`src/hw/rtl/sasp_pkg.sv`:
```
package sasp_pkg;

	// fixed field widths
	localparam int SA_W      = 32;
	localparam int LEN_W     = 17;
	localparam int CNT_W     = 16;
	localparam int QUOT_W    = 32;
	localparam int BBITS_W   = 5;
	localparam int OBITS_W   = 6;
	localparam int OFFSET_W  = 22;
	localparam int APB_DW    = 32;
	localparam int APB_AW    = 3;

	// build-time limits of the packed record
	localparam int POS_BITS   = 32;
	localparam int BLOCK_BITS = 16;

	// quotient width cap: smaller of POS_BITS and the quotient port
	localparam int OBITS_CAP = (POS_BITS < QUOT_W) ? POS_BITS : QUOT_W;

	// block length arithmetic runs at this width so the saturation point fits
	localparam int LEN_EXT_W = (BLOCK_BITS + 1 > LEN_W) ? BLOCK_BITS + 1 : LEN_W;

	// radix-2 divider: one quotient bit per step
	localparam int DIV_STEPS = SA_W;
	localparam int DIV_CNT_W = $clog2(DIV_STEPS);

	// register indexes
	localparam logic [0:0] REG_INTERVAL = 1'b0;
	localparam logic [0:0] REG_OBITS    = 1'b1;

	localparam logic [SA_W-1:0]    INTERVAL_RST = SA_W'(1);
	localparam logic [OBITS_W-1:0] OBITS_RST    = OBITS_W'(32);

	typedef struct packed {
		logic load;    // capture a new word and clear the divider
		logic step;    // one divider iteration
		logic commit;  // write the result register and advance block state
	} cmd_t;

	// significant bits of v, at least one
	function automatic logic [BBITS_W-1:0] sig_bits(input logic [LEN_EXT_W-1:0] v);
		logic [BBITS_W-1:0] n;
		n = BBITS_W'(1);
		for (int i = 0; i < LEN_EXT_W; i++) begin
			if (v[i]) begin
				n = BBITS_W'(i + 1);
			end
		end
		return n;
	endfunction

endpackage

```
`src/hw/rtl/sasp_ctrl.sv`:
```
module sasp_ctrl (
	input  logic          clk,
	input  logic          arst_n,
	input  logic          in_valid,
	output logic          in_ready,
	output logic          out_valid,
	input  logic          out_ready,
	output sasp_pkg::cmd_t cmd
);
	import sasp_pkg::*;

	localparam logic [1:0] ST_IDLE = 2'd0;
	localparam logic [1:0] ST_BUSY = 2'd1;
	localparam logic [1:0] ST_DONE = 2'd2;

	logic [1:0]           state_q;
	logic [DIV_CNT_W-1:0] cnt_q;
	logic                 out_valid_q;
	logic                 accept;
	logic                 out_free;

	assign in_ready  = (state_q == ST_IDLE);
	assign accept    = in_valid && in_ready;
	assign out_free  = !out_valid_q || out_ready;
	assign out_valid = out_valid_q;

	always_comb begin
		cmd        = '0;
		cmd.load   = accept;
		cmd.step   = (state_q == ST_BUSY);
		cmd.commit = (state_q == ST_DONE) && out_free;
	end

	always_ff @(posedge clk or negedge arst_n) begin
		if (!arst_n) begin
			state_q <= ST_IDLE;
			cnt_q   <= '0;
		end else begin
			case (state_q)
				ST_IDLE: begin
					cnt_q <= '0;
					if (accept) begin
						state_q <= ST_BUSY;
					end
				end
				ST_BUSY: begin
					if (cnt_q == DIV_CNT_W'(DIV_STEPS - 1)) begin
						cnt_q   <= '0;
						state_q <= ST_DONE;
					end else begin
						cnt_q <= cnt_q + 1'b1;
					end
				end
				ST_DONE: begin
					if (out_free) begin
						state_q <= ST_IDLE;
					end
				end
				default: begin
					state_q <= ST_IDLE;
					cnt_q   <= '0;
				end
			endcase
		end
	end

	always_ff @(posedge clk or negedge arst_n) begin
		if (!arst_n) begin
			out_valid_q <= 1'b0;
		end else if (cmd.commit) begin
			out_valid_q <= 1'b1;
		end else if (out_ready) begin
			out_valid_q <= 1'b0;
		end
	end

	// a new word always starts the divider from its first step
	a_accept_starts: assert property (@(posedge clk) disable iff (!arst_n)
		accept |=> (state_q == ST_BUSY) && (cnt_q == '0))
		else $error("accepted word did not start the divider");

	// the result register is never overwritten while it still holds a word
	a_commit_free: assert property (@(posedge clk) disable iff (!arst_n)
		cmd.commit |-> (!out_valid_q || out_ready))
		else $error("commit over an unread result");

	a_commit_shows: assert property (@(posedge clk) disable iff (!arst_n)
		cmd.commit |=> out_valid_q)
		else $error("committed result not presented");

	// divider does not finish before it has run its full step count
	a_steps_done: assert property (@(posedge clk) disable iff (!arst_n)
		(state_q == ST_BUSY) && (cnt_q != DIV_CNT_W'(DIV_STEPS - 1)) |=> (state_q == ST_BUSY))
		else $error("divider left early");

endmodule

```
`src/hw/rtl/sasp_dp.sv`:
```
module sasp_dp (
	input  logic                            clk,
	input  logic                            arst_n,
	input  sasp_pkg::cmd_t                  cmd,
	input  logic [sasp_pkg::SA_W-1:0]       sa_value,
	input  logic [sasp_pkg::LEN_W-1:0]      block_len,
	input  logic [sasp_pkg::SA_W-1:0]       sample_interval,
	input  logic [sasp_pkg::OBITS_W-1:0]    orig_pos_bits,
	output logic                            sampled,
	output logic [sasp_pkg::CNT_W-1:0]      bwt_pos,
	output logic [sasp_pkg::QUOT_W-1:0]     orig_pos,
	output logic [sasp_pkg::BBITS_W-1:0]    bwt_pos_bits,
	output logic [sasp_pkg::OFFSET_W-1:0]   pair_bit_offset,
	output logic                            block_end
);
	import sasp_pkg::*;

	localparam logic [LEN_EXT_W-1:0] MAX_LEN = LEN_EXT_W'(1) << BLOCK_BITS;

	// block state
	logic [CNT_W-1:0]    entry_counter_q;
	logic [OFFSET_W-1:0] bits_written_q;

	// per-word working registers
	logic [SA_W-1:0]      quot_q;
	logic [SA_W-1:0]      rem_q;
	logic [LEN_EXT_W-1:0] len_m1_q;
	logic [BBITS_W-1:0]   bbits_q;

	// result register
	logic                sampled_q;
	logic [CNT_W-1:0]    bwt_pos_q;
	logic [QUOT_W-1:0]   orig_pos_q;
	logic [BBITS_W-1:0]  bwt_pos_bits_q;
	logic [OFFSET_W-1:0] pair_bit_offset_q;
	logic                block_end_q;

	logic [LEN_EXT_W-1:0] len_ext;
	logic [LEN_EXT_W-1:0] len_c;
	logic [LEN_EXT_W-1:0] len_m1;
	logic [OBITS_W-1:0]   obits;
	logic [SA_W:0]        shifted;
	logic [SA_W:0]        diff;
	logic                 samp;
	logic                 last;
	logic [QUOT_W-1:0]    mask;

	// clamp block length to 1 .. 2^BLOCK_BITS
	always_comb begin
		len_ext = LEN_EXT_W'(block_len);
		len_c   = len_ext;
		if (len_ext == '0) begin
			len_c = LEN_EXT_W'(1);
		end else if (len_ext > MAX_LEN) begin
			len_c = MAX_LEN;
		end
		len_m1 = len_c - LEN_EXT_W'(1);
	end

	assign obits = (orig_pos_bits > OBITS_W'(OBITS_CAP)) ? OBITS_W'(OBITS_CAP) : orig_pos_bits;

	// restoring divider step
	assign shifted = {rem_q, quot_q[SA_W-1]};
	assign diff    = shifted - {1'b0, sample_interval};

	assign samp = (sample_interval != '0) && (rem_q == '0);
	assign last = (LEN_EXT_W'(entry_counter_q) >= len_m1_q);
	assign mask = QUOT_W'(((QUOT_W+1)'(1) << obits) - (QUOT_W+1)'(1));

	always_ff @(posedge clk) begin
		if (cmd.load) begin
			quot_q   <= sa_value;
			rem_q    <= '0;
			len_m1_q <= len_m1;
			bbits_q  <= sig_bits(len_m1);
		end else if (cmd.step) begin
			if (!diff[SA_W]) begin
				rem_q  <= diff[SA_W-1:0];
				quot_q <= {quot_q[SA_W-2:0], 1'b1};
			end else begin
				rem_q  <= shifted[SA_W-1:0];
				quot_q <= {quot_q[SA_W-2:0], 1'b0};
			end
		end
	end

	always_ff @(posedge clk) begin
		if (cmd.commit) begin
			sampled_q         <= samp;
			bwt_pos_q         <= entry_counter_q;
			orig_pos_q        <= samp ? (QUOT_W'(quot_q) & mask) : '0;
			bwt_pos_bits_q    <= bbits_q;
			pair_bit_offset_q <= bits_written_q;
			block_end_q       <= last;
		end
	end

	always_ff @(posedge clk or negedge arst_n) begin
		if (!arst_n) begin
			entry_counter_q <= '0;
			bits_written_q  <= '0;
		end else if (cmd.commit) begin
			if (last) begin
				entry_counter_q <= '0;
				bits_written_q  <= '0;
			end else begin
				entry_counter_q <= entry_counter_q + 1'b1;
				if (samp) begin
					bits_written_q <= bits_written_q + OFFSET_W'(bbits_q) + OFFSET_W'(obits);
				end
			end
		end
	end

	assign sampled         = sampled_q;
	assign bwt_pos         = bwt_pos_q;
	assign orig_pos        = orig_pos_q;
	assign bwt_pos_bits    = bwt_pos_bits_q;
	assign pair_bit_offset = pair_bit_offset_q;
	assign block_end       = block_end_q;

endmodule

```
`src/hw/rtl/suffix_array_sample_packer.sv`:
```
// the 32-step radix-2 divider (one quotient bit a cycle) sits between a
// capture step and a commit step; a new word is taken only once the
// previous one has been committed, and a finished result waits in an
// output register while the next word is taken
// reset (arst_n low, asynchronous): controller idle, block position and bit
// offset cleared, interval back to 1 and quotient width back to 32
module suffix_array_sample_packer (
	input  logic                                clk,
	input  logic                                arst_n,

	// apb configuration port
	input  logic                                psel,
	input  logic                                penable,
	input  logic                                pwrite,
	input  logic [sasp_pkg::APB_AW-1:0]         paddr,
	input  logic [sasp_pkg::APB_DW-1:0]         pwdata,
	output logic [sasp_pkg::APB_DW-1:0]         prdata,
	output logic                                pready,

	// input words
	input  logic                                in_valid,
	output logic                                in_ready,
	input  logic [sasp_pkg::SA_W-1:0]           sa_value,
	input  logic [sasp_pkg::LEN_W-1:0]          block_len,

	// result words
	output logic                                out_valid,
	input  logic                                out_ready,
	output logic                                sampled,
	output logic [sasp_pkg::CNT_W-1:0]          bwt_pos,
	output logic [sasp_pkg::QUOT_W-1:0]         orig_pos,
	output logic [sasp_pkg::BBITS_W-1:0]        bwt_pos_bits,
	output logic [sasp_pkg::OFFSET_W-1:0]       pair_bit_offset,
	output logic                                block_end
);
	import sasp_pkg::*;

	logic [SA_W-1:0]    sample_interval_q;
	logic [OBITS_W-1:0] orig_pos_bits_q;
	logic               cfg_wr;
	logic [0:0]         reg_idx;
	cmd_t               cmd;

	// registers sit 4 bytes apart; low address bits are ignored
	assign reg_idx = paddr[2:2];
	assign pready  = 1'b1;
	assign cfg_wr  = psel && penable && pwrite && pready;

	// registers must be written only while no word is in flight; the block itself does not enforce this
	always_ff @(posedge clk or negedge arst_n) begin
		if (!arst_n) begin
			sample_interval_q <= INTERVAL_RST;
			orig_pos_bits_q   <= OBITS_RST;
		end else if (cfg_wr) begin
			case (reg_idx)
				REG_INTERVAL: sample_interval_q <= pwdata[SA_W-1:0];
				REG_OBITS:    orig_pos_bits_q   <= pwdata[OBITS_W-1:0];
				default: begin
				end
			endcase
		end
	end

	// register read-back
	always_comb begin
		case (reg_idx)
			REG_INTERVAL: prdata = APB_DW'(sample_interval_q);
			REG_OBITS:    prdata = APB_DW'(orig_pos_bits_q);
			default:      prdata = '0;
		endcase
	end

	// sequencer: capture, divide, commit
	sasp_ctrl u_ctrl (
		.clk       (clk),
		.arst_n    (arst_n),
		.in_valid  (in_valid),
		.in_ready  (in_ready),
		.out_valid (out_valid),
		.out_ready (out_ready),
		.cmd       (cmd)
	);

	// divider, block position / bit offset tracking and result register
	sasp_dp u_dp (
		.clk             (clk),
		.arst_n          (arst_n),
		.cmd             (cmd),
		.sa_value        (sa_value),
		.block_len       (block_len),
		.sample_interval (sample_interval_q),
		.orig_pos_bits   (orig_pos_bits_q),
		.sampled         (sampled),
		.bwt_pos         (bwt_pos),
		.orig_pos        (orig_pos),
		.bwt_pos_bits    (bwt_pos_bits),
		.pair_bit_offset (pair_bit_offset),
		.block_end       (block_end)
	);

endmodule
```
`config.mk`:
```
export PLATFORM = sky130hd
export DESIGN_NAME = suffix_array_sample_packer
export DESIGN_NICKNAME = d
export VERILOG_FILES = /design/src/hw/rtl/sasp_pkg.sv /design/src/hw/rtl/sasp_ctrl.sv /design/src/hw/rtl/sasp_dp.sv /design/src/hw/rtl/suffix_array_sample_packer.sv
export SDC_FILE = /design/constraint.sdc
export NUM_CORES = 1
export LEC_CHECK = 0
export BUFFER_PORTS_ARGS = -buffer_cell sky130_fd_sc_hd__buf_2
export CORE_MARGIN = 5
export CORE_UTILIZATION = 55
export CTS_BUF_LIST = sky130_fd_sc_hd__clkbuf_4
export DETAILED_ROUTE_END_ITERATION = 12
export GPL_TIMING_DRIVEN = 1
export PLACE_DENSITY_LB_ADDON = 0.05
export SKIP_LAST_GASP = 1
export SLEW_MARGIN = 20
export SYNTH_ARGS = -nofsm -noshare
export SYNTH_HDL_FRONTEND = slang
export SYNTH_SLANG_ARGS = --single-unit
```
`constraint.sdc`:
```
create_clock -name clk -period 6.29 [get_ports clk]
set_input_delay 0.629 -clock clk [delete_from_list [all_inputs] [get_ports clk]]
set_output_delay 0.629 -clock clk [all_outputs]
set_load 0.02 [all_outputs]
```
# Word level (Yosys, flattened, before mapping)
# Cells that the tools add are included.
# word_totals
reg_bits	247
inputBits	91
output_inout_bits	112
wordCells	90
# op_classes
add_sub_neg	7
order_cmp	3
eq_ne	6
n_shift	1
muxes	34
bitwise_logic	2
reduce_logical	19
# op_table
operator	count
two-way mux 32 bit	3
case mux 32 bit (2 select lines)	1
two-way mux 22 bit	2
two-way mux 17 bit	2
subtractor 33 x 32 -> 33 bit	1
bitwise AND 32 bit	1
zero test 32 bit	1
two-way mux 4 bit	8
nonzero test 32 bit	1
left shift 1 x 6 -> 32 bit, first input constant	1
subtractor 32 x 2 -> 32 bit, second input constant	1
adder 22 x 5 -> 22 bit	1
adder 22 x 6 -> 22 bit	1
greater-or-equal comparator 16 x 17 -> 1 bit	1
> comparator 17 bit, second input constant	1
zero test 17 bit	1
subtractor 17 x 1 -> 17 bit, second input constant	1
adder 16 x 1 -> 16 bit, second input constant	1
two-way mux 16 bit	1
two-way mux 3 bit	4
two-way mux 2 bit	5
case mux 5 bit (2 select lines)	1
> comparator 6 bit, second input constant	1
two-way mux 6 bit	1
other kinds (18)	30

# Logic depth before layout (Yosys ltp)
# depth
depth_word	19
ltp_mapped	17
mapped_depth_nobuf	16

# Modules after synthesis
# Synthesis repeated with hierarchy kept, for this count alone.
# unflattened
cells_unflattened	1308
hier_area_um2	13900.8
# modules_own_cells
mod	n_inst	cells_each	area_each_um2	seq_area_each_um2
sasp_dp	1	1151	11681.2	5525.3
suffix_array_sample_packer	1	119	1823.0	953.4
sasp_ctrl	1	38	396.6	200.2

# Least setup slack after synthesis
# Ideal clock, no wire load.
# synth_path
path_type	flip-flop to flip-flop
from	register u_ctrl.state_q[0]
to	register u_dp.bits_written_q[14]
setup_ns	0.079
t_arrival_ns	4.721
required_time_ns	6.211
slack_ns	1.489
stages_incl_launch_ff	9
path_buffers	2
period_less_slack_ns	4.801
path_cell_list	dfrtp_1 -> clkbuf_1 -> nor2b_1 -> nand2_1 -> inv_1 -> clkbuf_1 -> o21ai_1 -> nor4b_1 -> mux2i_1
# synth_lines
item	line_no	rtl
start, declared	sasp_ctrl.sv:16	logic [1:0] state_q;
start signal, assigned	sasp_ctrl.sv:36	state_q <= ST_IDLE;
start signal, assigned	sasp_ctrl.sv:43	state_q <= ST_BUSY;
start signal, assigned	sasp_ctrl.sv:49	state_q <= ST_DONE;
end signal, assigned	sasp_dp.sv:109	bits_written_q <= bits_written_q + OFFSET_W'(bbits_q) + OFFSET_W'(obits);
end, declared	sasp_dp.sv:22	logic [OFFSET_W-1:0] bits_written_q;

# Worst setup path after layout
# layout_path
from	register u_dp.quot_q[31]
to	register u_dp.rem_q[20]
# layout_between
elab_chain_len	2
# layout_lines
item	line_no	rtl
start, declared	sasp_dp.sv:25	logic [SA_W-1:0] quot_q;
start signal, assigned	sasp_dp.sv:72	quot_q <= sa_value;
start signal, assigned	sasp_dp.sv:79	quot_q <= {quot_q[SA_W-2:0], 1'b1};
start signal, assigned	sasp_dp.sv:82	quot_q <= {quot_q[SA_W-2:0], 1'b0};
subtractor 33 x 32 -> 33 bit	sasp_dp.sv:64	assign diff = shifted - {1'b0, sample_interval};
two-way mux 32 bit	sasp_dp.sv:77	if (!diff[SA_W]) begin
end signal, assigned	sasp_dp.sv:78	rem_q <= diff[SA_W-1:0];
end signal, assigned	sasp_dp.sv:81	rem_q <= shifted[SA_W-1:0];
end, declared	sasp_dp.sv:26	logic [SA_W-1:0] rem_q;
# No other way between the ends.
# A chain may end at the register's enable or synchronous reset.

==> qor.csv <==
stage,metric,value,unit
status,status,"complete, no violations",
critical_path,crit_path_end,u_dp.rem_q[20]$_SDFFE_PP0P_,
synth,yosysSeqAreaShare,49.2,%
clock_tree,htree_levels,3,
critical_path,critPathLaunchType,flip-flop,
placement,place_congestion,0.895,
layout,fillCellCount,2071,
critical_path,crit_family,compound AO/OA/AOI/OAI gates,
critical_path,arrival,4.75,ns
critical_path,crit_chain,inv_1 > ha_1 > fa_1 > nand2b_1 > a21oi_1 > o31ai_1 > a311oi_2 > o21ai_1 > o21a_1 > o211ai_4 > buf_4 > mux2i_1 > o21ai_0,
critical_path,rr_startpoint,u_dp.quot_q[31]$_DFFE_PP_,
drt,drc_errors,0,
synth,ys_async_sr_fraction,34.0,%
clock_tree,clockBufferDepth,3,
clock_tree,numCtsBuffers,69,
placement,port_buffers,199,
timing,period_share,67.7,%
clock_tree,cts_tree,built,
critical_path,cp_num_buf_inv,2,
floorplanning,die_area,0.0279,mm2
clock_tree,clock-sinks,247,
timing,fmax,235,MHz
clock_tree,cts_setup_buffers,0,
critical_path,cp-end-kind,flip-flop,
pwr,powerDensity,418,mW/mm2
timing,max_slew_margin,37.6,%
critical_path,r2r-end,u_dp.rem_q[20]$_SDFFE_PP0P_,
drt,wl_per_cell,16.6,um
synth,syn_nets,1463,
global_routing,antenna_found_initial,1,
timing,setup_viol,0,
timing,tightest_slew,0.932,ns
timing,fin_skew,0.0420,ns
critical_path,cpPeakStageDelay,0.76,ns
layout,syn_to_final_growth,16.8,%
layout,layout_commonest_cell,buf_2,
floorplanning,die-height,167,um
timing,hold_viol,0,
placement,post-dp-hpwl,23300,um
floorplanning,io_pins,203,
synth,synth_mux_area_share,8.48,%
timing,post-route-min-period,4.26,ns
floorplanning,dieWidth,167,um
drt,via_per_inst,5.46,
layout,drive_gt1_share,26.7,%
drt,drtPass1Iterations,4,
pwr,peakVddDrop,0.000414,V
synth,yosysWarnings,0,
clock_tree,cts-hold-fix-buffers,1,
synth,synth_compound_gate_area_share,12.0,%
synth,syn-cell-area,0.0136,mm2
synth,synth_top_family_by_area,simple AND/OR/NAND/NOR gates,
drt,ant_nets,0,
drt,vias,10500,
floorplanning,core_area,0.0243,mm2
floorplanning,num_rows,57,
critical_path,r2r_slack,2.03,ns
worst_hold_path,min_path_type,primary input to flip-flop,
timing,setup_tns,0,ns
layout,layout_common_cells,"198 x buf_2, 131 x edfxtp_1, 114 x nand2_1",
floorplanning,start_util,55.8,%
synth,synth-seq-cells,247,
drt,drt_wl_total,31900,um
clock_tree,cts-root-buf,clkbuf_4,
global_routing,track_usage,22.7,%
clock_tree,cts_resized,0,
job,timing.max_cap.violations,0,
global_routing,grt_start_max_net_pins,59,
layout,num-nets-final,1698,
synth,synth_edf_count,131,
synth,synth_flop_cell,edfxtp_1,
synth,synthAdderAreaFrac,6.65,%
critical_path,critical_path_class,flip-flop to flip-flop,
global_routing,grt_pass1_vias,10500,
global_routing,grt_pass1_wl,52600,um
synth,yosys.area_share.simple,15.2,%
critical_path,required,6.78,ns
timing,rsz0062_at_grt,no,
clock_tree,clk_pin_slew,0.06,ns
placement,place_area,0.0149,mm2
synth,netlist_instances,1304,
pwr,leakage,6.91,nW
critical_path,startpoint,u_dp.quot_q[31]$_DFFE_PP_,
drt,drt_iter0_markers,603,
synth,synth.distinct_cells,80,
critical_path,crit_path_max_fanout,25,
synth,synthXorXnorAreaFrac,4.25,%
clock_tree,insertion_delay,0.65,ns
global_routing,grt_overflow,0,
critical_path,cp.depth,13,
layout,fin_area,0.0159,mm2
timing,slew_violations,0,
critical_path,rr_worst_depth,13,
synth,syn-mean-instance-area,10.4,um2
critical_path,cp_slowest_cell,o211ai_4,
==> cells in the mapped netlist (all sizes together), types with 10 or more instances <==
cell type  instances  area share, %
xor2              23            1.5
mux2i             34            2.5
o211ai            14           0.81
ha                61            5.6
and3              36            1.7
nand2            115            3.2
nand4             14           0.64
dfxtp             32            4.7
nand2b            20           0.92
xnor2             42            2.8
edfxtp           131             29
a21o              19            1.1
mux2              72            6.0
inv              100            2.8
nor2             112            3.1
o21ai             91            3.4
nor4              29            1.3
clkbuf            37            1.0
dfrtp             82             15
buf               10           0.43
nand3             21           0.77
nor3              20           0.77
a21oi             54            2.0
==> cells by family after synthesis <==
logic type | Yosys count
AO/OA/AOI/OAI | 254
buffers and inverters | 147
AND/OR/NAND/NOR | 416
XOR/XNOR | 65
adder cells (fa/ha/maj) | 68
other | 1
multiplexers | 106
flip-flops | 247
==> state kept, by name, indices dropped and copies added, names as in the netlist, 6 cells and up <==
signal / flops
u_dp.len_m1_q: 17
u_dp.pair_bit_offset: 22
orig_pos_bits_q: 6
u_dp.quot_q: 32
u_dp.entry_counter_q: 16
sample_interval_q: 32
u_dp.bits_written_q: 22
u_dp.rem_q: 32
u_dp.orig_pos: 32
u_dp.bwt_pos: 16
==> per-stage QoR <==
step | setup WS, ns | utilization, % | power [mW] | std cells | hold slack [ns]
6_report | 2.03 | 65.2 | 6.64 | 1920 | 0.213
5_1_grt | 1.82 | 65.2 | 7.16 | 1920 | 0.170
4_1_cts | 2.03 | 65.2 | 6.69 | 1918 | 0.156
3_5_place_dp | 2.02 | 61.2 | 5.11 | 1791 | 0.435
3_3_place_gp | 2.15 | 61.2 | 5.04 | 1791 | 0.435
2_1_floorplan | 1.49 | - | 4.51 | 1304 | 0.333
==> per-layer routing <==
layer  global-route usage, %  part of all wire, %  routed length [um]  up-vias
li1                        -                    -                   -     5216
met1                    31.3                   46               14700     4967
met2                    36.7                   47               14900      268
met3                    4.53                  5.5                1760       38
met4                    6.74                  1.6                 511        0
met5                       0                    0                   0        -
==> power breakdown <==
part	switching (mW)	total (mW)	internal [mW]
registers	0.296	2.40	2.10
clock network	0.663	1.55	0.888
logic	1.46	2.69	1.23
total	2.42	6.64	4.22
==> how the worst min path moves through the flow <==
stage                     cells after the start  slack, ns                                end                               start
final                                         2       0.21   sample_interval_q[9]$_DFFE_PN0P_                           pwdata[9]
after CTS                                     2       0.16  sample_interval_q[19]$_DFFE_PN0P_                          pwdata[19]
after global routing                          2       0.17  sample_interval_q[19]$_DFFE_PN0P_                          pwdata[19]
after floorplan                               0       0.33     orig_pos_bits_q[0]$_DFFE_PN0P_                              arst_n
after detailed placement                      0       0.44  u_dp.pair_bit_offset[3]$_DFFE_PP_  u_dp.bits_written_q[3]$_DFFE_PN0P_
after global placement                        0       0.44  u_dp.pair_bit_offset[3]$_DFFE_PP_  u_dp.bits_written_q[3]$_DFFE_PN0P_
==> worst reg2reg max path, cell delays in order (launching register included) <==
cell	delay (ns)
edfxtp_1	0.39
inv_1	0.06
ha_1	0.21
fa_1	0.40
nand2b_1	0.18
a21oi_1	0.34
o31ai_1	0.22
a311oi_2	0.40
o21ai_1	0.20
o21a_1	0.25
o211ai_4	0.76
buf_4	0.41
mux2i_1	0.21
o21ai_0	0.09
==> final cells by class <==
type | count | area (um2) | share of cell area [%]
sequential | 247 | 6680 | 42.1
multi-input combinational | 910 | 6350 | 40.0
timing repair buffer | 211 | 1090 | 6.88
clock buffer | 105 | 788 | 4.97
tap | 324 | 405 | 2.55
inverter | 100 | 377 | 2.37
clock inverter | 21 | 169 | 1.06
antenna | 2 | 5.00 | 0.0315
Power figures use the tool's default switching activity.
